$ cat config.mk
export PLATFORM = sky130hd
export DESIGN_NAME = keyword_substitution_cipher_flat
export DESIGN_NICKNAME = d
export VERILOG_FILES = /design/src/rtl/kwsc_pkg.sv /design/src/rtl/kwsc_if.sv /design/src/rtl/kwsc_place_unit.sv /design/src/rtl/kwsc_tables.sv /design/src/rtl/keyword_substitution_cipher.sv /design/src/flat_wrapper.sv
export SDC_FILE = /design/constraint.sdc
export NUM_CORES = 1
export LEC_CHECK = 0
export BUFFER_PORTS_ARGS = -buffer_cell sky130_fd_sc_hd__buf_2
export CAP_MARGIN = 20
export CORE_ASPECT_RATIO = 0.5
export CORE_MARGIN = 8
export CORE_UTILIZATION = 35
export DETAILED_ROUTE_END_ITERATION = 6
export GPL_TIMING_DRIVEN = 0
export HOLD_SLACK_MARGIN = 0.08
export SETUP_SLACK_MARGIN = 0.4
export SLEW_MARGIN = 15
export SYNTH_ARGS = -nofsm -noshare
export SYNTH_HDL_FRONTEND = slang
export SYNTH_SLANG_ARGS = --single-unit
$ cat constraint.sdc
create_clock -name clk -period 6.75 [get_ports clk]
set_clock_uncertainty 0.15 [all_clocks]
set_input_delay 1.35 -clock clk [delete_from_list [all_inputs] [get_ports clk]]
set_output_delay 1.35 -clock clk [all_outputs]
set_load 0.05 [all_outputs]
$ cat src/rtl/kwsc_pkg.sv
// Package for the keyword substitution cipher.
// Holds action codes, ASCII constants, shared structs and the letter decoder.
// No dependencies.
`timescale 1ns / 1ps

package kwsc_pkg;

  localparam int unsigned LETTERS = 26;

  // Action codes
  localparam logic [2:0] ACT_CLEAR    = 3'd0;
  localparam logic [2:0] ACT_KEY      = 3'd1;
  localparam logic [2:0] ACT_COMPLETE = 3'd2;
  localparam logic [2:0] ACT_ENCRYPT  = 3'd3;
  localparam logic [2:0] ACT_DECRYPT  = 3'd4;

  // ASCII bounds
  localparam logic [7:0] UPPER_A = 8'h41;
  localparam logic [7:0] UPPER_Z = 8'h5A;
  localparam logic [7:0] LOWER_A = 8'h61;
  localparam logic [7:0] LOWER_Z = 8'h7A;

  typedef enum logic [1:0] {
    ST_IDLE,
    ST_WALK,
    ST_LOOK
  } state_t;

  // Decoded character
  typedef struct packed {
    logic       hit;
    logic [4:0] idx;
  } letter_t;

  // Request to the placement unit
  typedef struct packed {
    logic       en;
    logic [4:0] idx;
  } place_req_t;

  // Table write: cipher[pos] <= letter, inverse[letter] <= pos
  typedef struct packed {
    logic       we;
    logic [4:0] pos;
    logic [4:0] letter;
  } tbl_wr_t;

  // Letter index of an ASCII character, either case
  function automatic letter_t letter_of(input logic [7:0] c);
    letter_t    r;
    logic [7:0] d;
    r = '0;
    d = '0;
    if (c >= UPPER_A && c <= UPPER_Z) begin
      d = c - UPPER_A;
      r.hit = 1'b1;
    end else if (c >= LOWER_A && c <= LOWER_Z) begin
      d = c - LOWER_A;
      r.hit = 1'b1;
    end
    r.idx = d[4:0];
    return r;
  endfunction

endpackage

$ cat src/rtl/kwsc_if.sv
// Handshake channels for the keyword substitution cipher.
// Request channel carries action and char_in; result channel char_out and not_ready.
// No dependencies.
`timescale 1ns / 1ps

interface kwsc_req_if;
  logic       valid;
  logic       ready;
  logic [2:0] action;
  logic [7:0] char_in;

  modport source (output valid, output action, output char_in, input ready);
  modport sink   (input valid, input action, input char_in, output ready);
endinterface

interface kwsc_rsp_if;
  logic       valid;
  logic       ready;
  logic [7:0] char_out;
  logic       not_ready;

  modport source (output valid, output char_out, output not_ready, input ready);
  modport sink   (input valid, input char_out, input not_ready, output ready);
endinterface

$ cat src/rtl/kwsc_place_unit.sv
// Shared letter placement unit: checks one letter against the used mask and fill.
// Uses kwsc_pkg structs. Combinational; driven once per cycle by the sequencer.
`timescale 1ns / 1ps

module kwsc_place_unit (
  input  kwsc_pkg::place_req_t req,
  input  logic [25:0]          used,
  input  logic [4:0]           fill,
  output kwsc_pkg::tbl_wr_t    wr,
  output logic [25:0]          used_upd,
  output logic [4:0]           fill_upd
);

  localparam logic [4:0] FULL = 5'(kwsc_pkg::LETTERS);

  logic placed;

  // Place only a new letter while the table has room
  always_comb begin
    placed = req.en && (req.idx < FULL) && (fill < FULL) && !used[req.idx];
    wr.we     = placed;
    wr.pos    = fill;
    wr.letter = req.idx;
    used_upd  = used;
    fill_upd  = fill;
    if (placed) begin
      used_upd = used | (26'd1 << req.idx);
      fill_upd = fill + 5'd1;
    end
  end

endmodule

$ cat src/rtl/kwsc_tables.sv
// Cipher and inverse tables, 26 x 5 bits each, with registered read.
// Uses kwsc_pkg::tbl_wr_t. Contents are undefined until written.
`timescale 1ns / 1ps

module kwsc_tables (
  input  logic              clk,
  input  kwsc_pkg::tbl_wr_t wr,
  input  logic              rd_en,
  input  logic [4:0]        rd_addr,
  output logic [4:0]        rd_cipher,
  output logic [4:0]        rd_inverse
);

  logic [4:0] cipher_mem  [kwsc_pkg::LETTERS];
  logic [4:0] inverse_mem [kwsc_pkg::LETTERS];

  // Write both directions of one placement
  always_ff @(posedge clk) begin
    if (wr.we) begin
      cipher_mem[wr.pos]     <= wr.letter;
      inverse_mem[wr.letter] <= wr.pos;
    end
  end

  // Registered lookup; holds while rd_en is low
  always_ff @(posedge clk) begin
    if (rd_en) begin
      rd_cipher  <= cipher_mem[rd_addr];
      rd_inverse <= inverse_mem[rd_addr];
    end
  end

endmodule

$ cat src/rtl/keyword_substitution_cipher.sv
// Keyword substitution cipher: a one-request-at-a-time sequencer around a shared
// placement unit and the cipher/inverse tables. A clear or keyword request is
// done in the cycle that takes it, a complete request has the placement unit walk
// the letters from Z down to A, one per cycle, and an encrypt or decrypt request
// does a registered table read and then any wait on the result
// register. Keyword, clear and complete requests are taken while a result is
// still waiting to be collected. Uses kwsc_pkg, kwsc_if, kwsc_place_unit and
// kwsc_tables.
`timescale 1ns / 1ps

module keyword_substitution_cipher (
  input logic      clk,
  input logic      rst,
  kwsc_req_if.sink req,
  kwsc_rsp_if.source rsp
);

  localparam logic [4:0] FULL = 5'(kwsc_pkg::LETTERS);
  localparam logic [4:0] LAST = 5'(kwsc_pkg::LETTERS - 1);

  kwsc_pkg::state_t state, state_next;

  logic [25:0] used, used_next;
  logic [4:0]  fill, fill_next;
  logic        rdy, rdy_next;
  logic [4:0]  k, k_next;

  logic        out_valid, out_valid_next;
  logic [7:0]  out_char;
  logic        out_nr;
  logic        out_load;
  logic [7:0]  res;

  // Latched lookup request
  logic        lk_pass;
  logic        lk_enc;
  logic        lk_lower;
  logic [7:0]  lk_char;

  logic        req_fire;
  logic        look_req;
  kwsc_pkg::letter_t    lh;
  kwsc_pkg::place_req_t place_req;
  kwsc_pkg::tbl_wr_t    tbl_wr;
  logic [25:0] pl_used;
  logic [4:0]  pl_fill;
  logic [4:0]  rd_cipher;
  logic [4:0]  rd_inverse;

  assign req.ready = (state == kwsc_pkg::ST_IDLE);
  assign req_fire  = req.valid && req.ready;
  assign lh        = kwsc_pkg::letter_of(req.char_in);
  assign look_req  = req_fire && (req.action == kwsc_pkg::ACT_ENCRYPT ||
                                  req.action == kwsc_pkg::ACT_DECRYPT);

  kwsc_place_unit u_place (
    .req      (place_req),
    .used     (used),
    .fill     (fill),
    .wr       (tbl_wr),
    .used_upd (pl_used),
    .fill_upd (pl_fill)
  );

  kwsc_tables u_tables (
    .clk        (clk),
    .wr         (tbl_wr),
    .rd_en      (look_req),
    .rd_addr    (lh.idx),
    .rd_cipher  (rd_cipher),
    .rd_inverse (rd_inverse)
  );

  // Result character from the table read, or the input character passed through
  always_comb begin
    if (lk_pass) begin
      res = lk_char;
    end else if (lk_enc) begin
      res = kwsc_pkg::UPPER_A + {3'b000, rd_cipher};
    end else if (lk_lower) begin
      res = kwsc_pkg::LOWER_A + {3'b000, rd_inverse};
    end else begin
      res = kwsc_pkg::UPPER_A + {3'b000, rd_inverse};
    end
  end

  // Sequencer: next state and placement requests
  always_comb begin
    state_next = state;
    used_next  = used;
    fill_next  = fill;
    rdy_next   = rdy;
    k_next     = k;
    out_load   = 1'b0;
    place_req  = '{en: 1'b0, idx: k};
    case (state)
      kwsc_pkg::ST_IDLE: begin
        if (req_fire) begin
          case (req.action)
            kwsc_pkg::ACT_CLEAR: begin
              used_next = '0;
              fill_next = '0;
              rdy_next  = 1'b0;
            end
            kwsc_pkg::ACT_KEY: begin
              if (!rdy && lh.hit) begin
                place_req = '{en: 1'b1, idx: lh.idx};
                used_next = pl_used;
                fill_next = pl_fill;
              end
            end
            kwsc_pkg::ACT_COMPLETE: begin
              if (!rdy) begin
                k_next     = LAST;
                state_next = kwsc_pkg::ST_WALK;
              end
            end
            kwsc_pkg::ACT_ENCRYPT, kwsc_pkg::ACT_DECRYPT: begin
              state_next = kwsc_pkg::ST_LOOK;
            end
            default: ;
          endcase
        end
      end
      kwsc_pkg::ST_WALK: begin
        place_req = '{en: 1'b1, idx: k};
        used_next = pl_used;
        fill_next = pl_fill;
        if (k == 5'd0) begin
          rdy_next   = 1'b1;
          state_next = kwsc_pkg::ST_IDLE;
        end else begin
          k_next = k - 5'd1;
        end
      end
      kwsc_pkg::ST_LOOK: begin
        if (!out_valid || rsp.ready) begin
          out_load   = 1'b1;
          state_next = kwsc_pkg::ST_IDLE;
        end
      end
      default: state_next = kwsc_pkg::ST_IDLE;
    endcase
  end

  // Result register handshake
  always_comb begin
    out_valid_next = out_valid;
    if (out_load) begin
      out_valid_next = 1'b1;
    end else if (rsp.ready) begin
      out_valid_next = 1'b0;
    end
  end

  // Control state
  always_ff @(posedge clk) begin
    if (rst) begin
      state     <= kwsc_pkg::ST_IDLE;
      used      <= '0;
      fill      <= '0;
      rdy       <= 1'b0;
      k         <= '0;
      out_valid <= 1'b0;
    end else begin
      state     <= state_next;
      used      <= used_next;
      fill      <= fill_next;
      rdy       <= rdy_next;
      k         <= k_next;
      out_valid <= out_valid_next;
    end
  end

  // Payload registers
  always_ff @(posedge clk) begin
    if (look_req) begin
      lk_pass  <= !(rdy && lh.hit);
      lk_enc   <= (req.action == kwsc_pkg::ACT_ENCRYPT);
      lk_lower <= (req.char_in >= kwsc_pkg::LOWER_A);
      lk_char  <= req.char_in;
    end
    if (out_load) begin
      out_char <= res;
      out_nr   <= !rdy;
    end
  end

  assign rsp.valid     = out_valid;
  assign rsp.char_out  = out_char;
  assign rsp.not_ready = out_nr;

  // Fill count tracks the used mask
  a_fill_matches_used: assert property (@(posedge clk) disable iff (rst)
    $countones(used) == 32'(fill))
    else $error("fill count disagrees with used letter mask");

  // A completed alphabet holds every letter
  a_ready_full: assert property (@(posedge clk) disable iff (rst)
    rdy |-> (fill == FULL))
    else $error("alphabet marked complete with missing letters");

  // The walk runs only on an incomplete alphabet
  a_walk_not_ready: assert property (@(posedge clk) disable iff (rst)
    (state == kwsc_pkg::ST_WALK) |-> !rdy)
    else $error("completion walk on a complete alphabet");

  // A lookup leaves only by loading the result register
  a_look_loads: assert property (@(posedge clk) disable iff (rst)
    (state == kwsc_pkg::ST_LOOK) && (state_next == kwsc_pkg::ST_IDLE) |=> out_valid)
    else $error("lookup finished without a result");

endmodule

$ cat src/flat_wrapper.sv
// flat-port wrapper written by rule: the top's interface ports become plain ports
module keyword_substitution_cipher_flat 
  (clk, rst, req_valid, req_action, req_char_in, req_ready, rsp_valid, rsp_char_out, rsp_not_ready, rsp_ready);
  kwsc_req_if req_i ();
  kwsc_rsp_if rsp_i ();
  input logic clk;
  input logic rst;
  input wire logic [$bits(req_i.valid)-1:0] req_valid;
  input wire logic [$bits(req_i.action)-1:0] req_action;
  input wire logic [$bits(req_i.char_in)-1:0] req_char_in;
  output wire logic [$bits(req_i.ready)-1:0] req_ready;
  output wire logic [$bits(rsp_i.valid)-1:0] rsp_valid;
  output wire logic [$bits(rsp_i.char_out)-1:0] rsp_char_out;
  output wire logic [$bits(rsp_i.not_ready)-1:0] rsp_not_ready;
  input wire logic [$bits(rsp_i.ready)-1:0] rsp_ready;
  assign req_i.valid = req_valid;
  assign req_i.action = req_action;
  assign req_i.char_in = req_char_in;
  assign req_ready = req_i.ready;
  assign rsp_valid = rsp_i.valid;
  assign rsp_char_out = rsp_i.char_out;
  assign rsp_not_ready = rsp_i.not_ready;
  assign rsp_i.ready = rsp_ready;
  keyword_substitution_cipher u_core (.clk(clk), .rst(rst), .req(req_i), .rsp(rsp_i));
endmodule
### Yosys cells after proc, flatten, opt, wreduce, memory -nomap -nowiden

Memory sizes are Yosys's and may differ from the RTL's. A register that Yosys moved wholly into a read port is not among the register bits.
Index checks and enable logic that the tools add are counted.
Widths: inputs -> output; s select.

* register bits after elaboration: 60
* memories: 2
* RAM bits: 260
* input bits: 15

Memory list
* u_core.u_tables.cipher_mem: depth 26, width 5, rd ports 1, clocked after Yosys merged registers in 1, write ports 1, RTL line kwsc_tables.sv:14 `logic [4:0] cipher_mem [kwsc_pkg::LETTERS];`
* u_core.u_tables.inverse_mem: depth 26, width 5, rd ports 1, clocked after Yosys merged registers in 1, write ports 1, RTL line kwsc_tables.sv:15 `logic [4:0] inverse_mem [kwsc_pkg::LETTERS];`

* reductions and logical operators: 25
* bitwise logic cells: 1
* shifts and indexed selects: 1
* order comparisons: 7
* equal/unequal tests: 17
* add/subtract/negate cells: 7
* muxes and demuxes: 44

Operators with widths (count)
* $pmux 26 s2: 2
* $mux 26: 3
* $mux 5: 9
* $pmux 5 s2: 3
* $or 26x26->26: 1
* $shl 1x5->26 const A: 1
* $add 7x5->8 const A: 3
* $mux 8: 3
* $mux 6: 3
* $ge 8x7->1 const B: 2
* $le 8x7->1 const B: 2
* $sub 5x1->5 const B: 3
* $mux 1: 12
* $ne 3x3->1 const B: 4
* $pmux 6 s2: 1
* $lt 5x5->1 const B: 2
* $ne 2x2->1 const B: 5
* $reduce_and 5->1: 2
* $logic_and 1x1->1: 9
* $mux 2: 4
* $reduce_and 4->1: 2
* $eq 3x2->1 const B: 2
* $lt 5x6->1 const B: 1
* $pmux 2 s3: 1
* 16 further kinds: 22

### Logic depth before layout (Yosys ltp)

Gate-level depths: netlist of the first run.

* depth in word-level cells: 18
* mapped depth: 19
* gate-level depth less buffers: 12

### Modules after synthesis

A second synthesis of the first run with hierarchy kept.

* cell total of the unflattened synthesis: 1017
* area total of the unflattened synthesis: 14606.5 sq um

By module, submodules not included
* kwsc_tables: seq. area each 8107.8 sq um, cells an instance 615, times used 1, area an instance 10845.4 sq um
* keyword_substitution_cipher: seq. area each 1401.3 sq um, cells an instance 310, times used 1, area an instance 2989.1 sq um
* kwsc_place_unit: seq. area each 0.0 sq um, cells an instance 92, times used 1, area an instance 772.0 sq um

### Worst setup path after synthesis of the first run

OpenSTA, ideal clock, no wires.

* path type: input to register
* start: input port req_char_in[0]
* end: memory u_core.u_tables.inverse_mem[19][0] (enable)
* arrival: 5.686 ns
* path buffers: 5
* stages on the path: 15
* path slack: 0.574 ns
* cell sequence: clkbuf_1 -> inv_1 -> clkbuf_1 -> buf_1 -> ha_1 -> or4b_4 -> o211ai_4 -> nor3_4 -> o21ai_0 -> o21a_1 -> o32ai_1 -> or3_1 -> buf_2 -> buf_6 -> nor2_1

RTL lines
* start: declaration: RTL line flat_wrapper.sv:10 `input wire logic [$bits(req_i.char_in)-1:0] req_char_in;`
* end: declaration: RTL line kwsc_tables.sv:15

### Final worst setup path of the first run

* start: input port req_char_in[0]
* end: register u_core.u_tables.rd_inverse[3], read port of u_core.u_tables.inverse_mem (data pin)

* longest elaborated chain between the ends: 4
* elaborated cells on any way between the ends: 10
* those cells by class: add/sub: 2; order compare: 4; mux: 2; reduce/logical: 2

RTL lines
* $ge 8x7->1 or $le 8x7->1 (tied branches): RTL line kwsc_pkg.sv:57 `end else if (c >= LOWER_A && c <= LOWER_Z) begin`
* $logic_and 1x1->1: RTL line kwsc_pkg.sv:57
* $mux 5: RTL line kwsc_pkg.sv:57
* $mux 5 *: RTL line kwsc_pkg.sv:54 `if (c >= UPPER_A && c <= UPPER_Z) begin`
* end: declaration: RTL line kwsc_tables.sv:11 `output logic [4:0] rd_inverse`

Every way passes the cells marked *; elsewhere a longest branch is shown, timed or not.
A chain may end at the register's enable or synchronous reset.

==> flow_summary.json, run 1 <==
{
  "gp_congestion": 0.903,
  "initial_core_util_pct": 35.4,
  "end_kind": "flip-flop",
  "path_cells": "buf_2, clkbuf_2, inv_1, clkbuf_2, buf_4, ha_1, or4b_4, nor2_4, or3_1, clkbuf_1, clkbuf_2, clkbuf_2, nor3_1, o311ai_0, o21ai_0, a211oi_1, a21o_1",
  "rrSetupSlack_ns": 2.43,
  "fin_crit_ns": 6.11,
  "worst_pin_slew_ns": 0.896,
  "dr.first_iter.drc_count": 980,
  "synth_area_per_cell_um2": 12.1,
  "fin_cells": 1809,
  "drtAntennaViolNets": 0,
  "route.detailed.vias_per_inst": 5.63,
  "core_area_um2": 40300,
  "clock_path_buffers": 3,
  "yosysWarnings": 0,
  "drc": 0,
  "syn_area_um2": 14300,
  "required_ns": 7.03,
  "critPathMaxStageDelay_ns": 0.54,
  "power.static_leakage_nw": 5.21,
  "ys_ff_latch": 330,
  "drt_wl_total_um": 40500,
  "firstDrtPassIters": 5,
  "synth_top_family_by_area": "simple AND/OR/NAND/NOR gates",
  "crit_top_cell": "clkbuf_2",
  "finalPower_mw": 4.17,
  "yosys.area_share.simple_pct": 15.4,
  "yosysTopAreaCellShare_pct": 61.1,
  "synth_nets": 1203,
  "grt_pass1_wl_um": 59900,
  "slew_headroom_pct": 39.8,
  "dp_hpwl_um": 28600,
  "fill_cells": 3743,
  "syn_to_final_growth_pct": 14.5,
  "setup_viol": 0,
  "crit_arrival_ns": 6.40,
  "num_antenna_cells": 0,
  "cts_tree": "built",
  "cts_hold_buffers": 0,
  "fin_nets": 1271,
  "seq_area_frac_synth_pct": 66.7,
  "placed_area_um2": 15200,
  "critPathLaunchType": "input port",
  "synth_compound_area_share_pct": 12.8,
  "hold_viol": 0,
  "grt_start_max_net_pins": 36,
  "drive_gt1_share_pct": 11.9,
  "setup_ws_ns": 0.637,
  "routedWlPerCell_um": 22.4,
  "clk_pin_slew_ns": 0.06,
  "clock_tree.root_cell": "clkbuf_16",
  "clkLatencyLatePin_ns": 0.58,
  "vias": 10200,
  "synth-xor-area-share_pct": 0.614,
  "synthMuxAreaShare_pct": 0.597,
  "powerDensity_nw_per_um2": 255,
  "ir_drop_mv": 0.148,
  "stdcell_area_um2": 16300,
  "synth_cells": 1177,
  "yosysTopAreaCell": "edfxtp_1",
  "synth_edf_count": 290,
  "dp_cells": 1749,
  "drv_cap": 0,
  "rsz0062_at_grt": "no",
  "utilization_pct": 40.5,
  "synth_area_leaders": "edfxtp_1 (61%), dfxtp_1 (5.6%), nand2_1 (4.7%)",
  "final_max_slew_viol_count": 0,
  "cts_buffers": 31,
  "fp.dieW_um": 301,
  "slowest_stage": "or4b_4",
  "period_share_pct": 90.6,
  "synthArstFlopShare_pct": 0,
  "gr-total-overflow": 0,
  "yosysUniqueCellTypes": 67,
  "outcome": "finished, final reports clean",
  "htreeDepth": 1,
  "fmax_ghz": 0.164,
  "clock_sinks": 330,
  "die_y_um": 159,
  "hp-class": "flip-flop to flip-flop",
  "first_global_vias": 9741,
  "core.rowCount": 52,
  "die_area_um2": 47800,
  "dp_slack_ns": -1.41,
  "synth_flop_cell": "edfxtp_1",
  "cp_max_fo": 11,
  "tns_ns": 0,
  "gr-usage-all-layers_pct": 16.2,
  "synth_adder_area_share_pct": 0.965,
  "critPathKind": "input port to flip-flop",
  "place.port_buffers": 25,
  "num_io_pins": 26,
  "antenna_found_initial": 0,
  "hold_ws_ns": 0.303
}
## cell families after synthesis
| kind of cell | after synthesis |
|---|---|
| flops | 330 |
| mux | 7 |
| buf+inv | 105 |
| simple gates | 452 |
| compound gates | 262 |
| fa+ha+maj | 11 |
| xor+xnor | 10 |
## state kept, by name, indices dropped and copies added, names as in the netlist
register / cells
u_core.u_tables.rd_cipher: 5
u_core.k: 5
u_core.rsp.valid: 1
u_core.lk_lower: 1
u_core.u_tables.inverse_mem: 130
u_core.rdy: 1
u_core.rsp.char_out: 8
u_core.lk_char: 8
u_core.u_tables.rd_inverse: 5
u_core.rsp.not_ready: 1
u_core.u_tables.cipher_mem: 130
u_core.lk_enc: 1
u_core.lk_pass: 1
u_core.state: 2
u_core.used: 26
u_core.fill: 5
## what timing repair did
action                                  CTS  global route
cloned                                    0             0
endpoints found under the setup margin  301           214
pin swaps                                 0             1
buffers inserted                          1             2
resized for setup                        31            20
## final timing paths
check                  start                                end  cells after the start
max           req_char_in[0]      u_core.u_tables.rd_inverse[3]                     17
min          u_core.used[16]                    u_core.used[16]                      2
max reg2reg  u_core.state[1]  u_core.u_tables.cipher_mem[15][4]                     11
min reg2reg  u_core.used[16]                    u_core.used[16]                      2
## per-layer routing
| metal | global-route usage [%] | routed length [um] | up-vias | part of all wire (%) |
|---|---|---|---|---|
| met5 | 0 | 0 | - | 0 |
| met4 | 4.97 | 1150 | 0 | 2.8 |
| met3 | 2.42 | 3230 | 69 | 8.0 |
| met2 | 25.9 | 18500 | 452 | 46 |
| met1 | 22.5 | 17600 | 5066 | 43 |
| li1 | - | - | 4604 | - |
## worst max-delay path, delay by kind of cell
kind                       cells  cell delay, ns
AOI/OAI and AO/OA              4            1.34
adders and majority gates      1            0.24
and+or+nand+nor                4            1.13
buffers and inverters          8            2.32
## area by class of cell
type / instances / area [um^2] / area share, %
Buffer: 89 / 387 / 2.37
Clock buffer: 46 / 892 / 5.47
Clock inverter: 11 / 81.3 / 0.498
Inverter: 16 / 60.1 / 0.368
Multi-Input combinational cell: 742 / 4460 / 27.3
Sequential cell: 330 / 9510 / 58.3
Tap cell: 540 / 676 / 4.14
Timing Repair Buffer: 35 / 255 / 1.56
## power breakdown
part	leakage (nW)	switching, mW	internal (mW)	total, mW
combinational	1.92	0.184	0.0731	0.258
clock	0.479	0.743	0.947	1.69
sequential	2.81	0.00810	2.21	2.22
total	5.21	0.935	3.23	4.17
## synthesized netlist by cell type (30+ instances only)
library cell / n
a311oi_1: 30
nand2_1: 180
and3_1: 40
clkbuf_1: 75
dfxtp_1: 40
a21oi_1: 31
o21ai_0: 65
edfxtp_1: 290
nor2_1: 57
o211ai_1: 46
nand3_1: 56
or3_1: 58
## layout by cell type, fill, tap and decap left out, types with 9 or more instances in the layout
master     netlist  routed
o22ai_1         10      10
dfxtp_1         40      37
a31oi_1          9       9
o21ai_0         65      63
nor3_1          20      18
edfxtp_1       290     290
clkbuf_1        75      75
o211ai_1        46      46
nand2b_1        11      11
clkbuf_16        0      31
o311ai_0        10      10
buf_2            5      31
a21o_1          12      12
clkbuf_2         2       9
nand2_1        180     180
ha_1            11      11
a211oi_1        10      10
inv_1           15      15
and3_1          40      38
nor2_1          57      38
a311oi_1        30      30
nor2_2           1      18
a21oi_1         31      30
or3_1           58      58
nand3_1         56      55
Note: power is estimated with default switching activity, not from simulation.
==> run 2: changes to the inputs <==
==> constraint.sdc (replaced) <==
create_clock -name clk -period 7.5 [get_ports clk]
set_clock_uncertainty 0.15 [all_clocks]
set_input_delay 1.5 -clock clk [delete_from_list [all_inputs] [get_ports clk]]
set_output_delay 1.5 -clock clk [all_outputs]
set_load 0.05 [all_outputs]
==> run 2 against run 1 <==
  * Cell count decreased by 0.17%
  * Via count decreased by 0.31%
  * Sequential power decreased by 9.9%
  * Critical path depth unchanged
  * Global-route usage about the same
  * Setup slack improved by 0.013 ns
  * Clock power decreased by 10%
  * Count of clock-buffer cells in the layout unchanged
  * Die area unchanged
  * Core utilization decreased by 0.20 points
  * Routed wire length decreased by 0.49%
  * Flip-flop and latch count unchanged
  * Critical path type unchanged
  * Largest cell class unchanged
  * Largest power group unchanged
==> flow_summary.json, run 2 (same netlist as run 1, synthesis figures left out) <==
{
  "outcome": "finished, final reports clean",
  "busiest_layer": "met2",
  "cts-resized-gates": 10,
  "critPathTopFamily": "buffers and inverters",
  "combPwrFrac_pct": 6.1,
  "cts_setup_buffers": 0,
  "core.rowCount": 52,
  "power.share.sequential_pct": 53.3,
  "critPathLaunchType": "input port",
  "slew_headroom_pct": 36.9,
  "switchingPower_mw": 0.839,
  "initial_core_util_pct": 35.4,
  "fmax_ghz": 0.146,
  "gp_congestion": 0.903,
  "required_ns": 7.77,
  "num_io_pins": 26,
  "clock_tree.root_cell": "clkbuf_16",
  "setup_viol": 0,
  "power.static_leakage_nw": 5.18,
  "met1_usage_pct": 22.3,
  "hp-start": "u_core.used[16]",
  "drc": 0,
  "final_max_slew_viol_count": 0,
  "clk_pin_slew_ns": 0.06,
  "cp_max_fo": 11,
  "syn_to_final_growth_pct": 13.9,
  "regArea_um2": 9510,
  "gr-usage-all-layers_pct": 16.1,
  "slowest_stage": "clkbuf_1",
  "path_cells": "buf_2, clkbuf_2, inv_1, clkbuf_2, clkdlybuf4s15_2, ha_1, or4b_4, nor2_2, or3_1, clkbuf_1, clkbuf_1, clkbuf_1, nor3_1, o311ai_0, o21ai_0, a211oi_1, a21o_1",
  "met3_usage_pct": 2.65,
  "dr.first_iter.drc_count": 1026,
  "end_kind": "flip-flop",
  "die_y_um": 159,
  "cts_hold_buffers": 0,
  "critPathKind": "input port to flip-flop",
  "p_int_mw": 2.91,
  "hold_viol": 0,
  "rsz0062_at_grt": "no",
  "hold_end": "u_core.used[16]",
  "ir_drop_mv": 0.134,
  "core_area_um2": 40300,
  "r2r-start": "u_core.state[1]",
  "cp_num_buf_inv": 8,
  "cts_buffers": 31,
  "htreeDepth": 1,
  "drv_cap": 0,
  "critPathMaxStageDelay_ns": 0.60,
  "layout.cells.most_common_list": "edfxtp_1 (290), nand2_1 (180), clkbuf_1 (80), o21ai_0 (63), or3_1 (58)",
  "dp_hpwl_um": 28600,
  "hold_ws_ns": 0.302,
  "grt_pass1_wl_um": 59700,
  "grtUsageMet2_pct": 25.9,
  "antenna_found_initial": 0,
  "crit_arrival_ns": 7.13,
  "routedWlPerCell_um": 22.3,
  "hp-class": "flip-flop to flip-flop",
  "netSwitchingFraction_pct": 22.4,
  "drive_gt1_share_pct": 10.7,
  "place.port_buffers": 25,
  "dp_cells": 1749,
  "vias": 10200,
  "first_global_vias": 9727,
  "fill_cells": 3760,
  "gr-total-overflow": 0,
  "crit_top_cell": "clkbuf_1",
  "powerDensity_nw_per_um2": 231,
  "clkPwrFrac_pct": 40.6,
  "firstDrtPassIters": 7,
  "grt_start_max_net_pins": 36,
  "holdPathStages": 2,
  "clock_sinks": 330,
  "die_area_um2": 47800,
  "worstRegToRegCells": 12,
  "num_antenna_cells": 0,
  "clkLatencyLatePin_ns": 0.58,
  "route.detailed.vias_per_inst": 5.63,
  "drtAntennaViolNets": 0,
  "fin_cells": 1806,
  "cts_tree": "built",
  "clock_path_buffers": 3,
  "reg_top3": "u_core.u_tables.cipher_mem (130), u_core.u_tables.inverse_mem (130), u_core.used (26)",
  "rrSetupSlack_ns": 2.91,
  "fp.dieW_um": 301,
  "multi_input_area_um2": 4410,
  "fin_crit_ns": 6.85,
  "worst_pin_slew_ns": 0.939,
  "final_common_cell": "edfxtp_1",
  "fin_nets": 1268,
  "period_share_pct": 91.3,
  "drt_wl_total_um": 40300,
  "rr_endpoint": "u_core.u_tables.inverse_mem[7][2]"
}
run 2: cell count changes in the layout (fill, tap and decap cells not counted), moves of 2 or more:
| cell | change |
|---|---|
| and3_1 | +2 |
| clkbuf_1 | +5 |
| buf_2 | -2 |
| buf_4 | -3 |
| and3_2 | -2 |
| clkbuf_2 | -3 |
| nor2_4 | -2 |
run 2: worst max-delay path by stage:
stage	cells after the start	startpoint	slack (ns)	endpoint
global route	19	req_char_in[0]	0.39	u_core.u_tables.inverse_mem[7][2]
floorplan	15	req_char_in[0]	1.17	u_core.u_tables.inverse_mem[19][0]
global placement	15	req_char_in[0]	-2.58	u_core.u_tables.inverse_mem[13][3]
CTS	18	req_char_in[0]	0.48	u_core.u_tables.inverse_mem[13][0]
detailed placement	17	req_char_in[0]	-0.81	u_core.u_tables.inverse_mem[7][2]
finish	17	req_char_in[0]	0.65	u_core.u_tables.rd_inverse[3]
run 2: area by class of cell:
cell class / instances / share of cell area, %
Clock inverter: 11 / 0.501
Multi-Input combinational cell: 742 / 27.1
Inverter: 16 / 0.370
Tap cell: 540 / 4.16
Buffer: 89 / 2.34
Timing Repair Buffer: 32 / 1.43
Sequential cell: 330 / 58.6
Clock buffer: 46 / 5.49
run 2: worst register-to-register path, delay by kind of cell (launching register included):
kind,cells,cell delay (ns)
AOI/OAI and AO/OA,3,0.79
buffers and inverters,3,0.72
DFF,1,0.38
muxes,1,0.55
and+or+nand+nor,5,1.65
run 2: metal layers:
metal,part of all wire (%),vias to the layer above
met5,0,-
met2,46,452
met4,3.1,0
li1,-,4605
met1,43,5028
met3,8.0,74
run 2: power by group through the flow:
| stage | Sequential [mW] | Combinational, mW | Clock [mW] |
|---|---|---|---|
| 2_1_floorplan | 2.04 | 0.129 | 0 |
| 3_3_place_gp | 2.04 | 0.213 | 0 |
| 3_5_place_dp | 2.04 | 0.222 | 0 |
| 4_1_cts | 2.00 | 0.224 | 1.53 |
| 5_1_grt | 2.00 | 0.245 | 1.60 |
| 6_report | 2.00 | 0.229 | 1.52 |
run 2: metrics by stage:
step	cell area, um^2	power (mW)	util, %	setup WS [ns]	TNS (ns)
global placement	15100	2.25	37.4	-2.58	-710.54
finish	16200	3.75	40.3	0.650	0
floorplan	14300	2.17	-	1.17	0
detailed placement	15200	2.26	37.7	-0.814	-142.67
CTS	16200	3.76	40.2	0.481	0
global route	16200	3.84	40.3	0.394	0
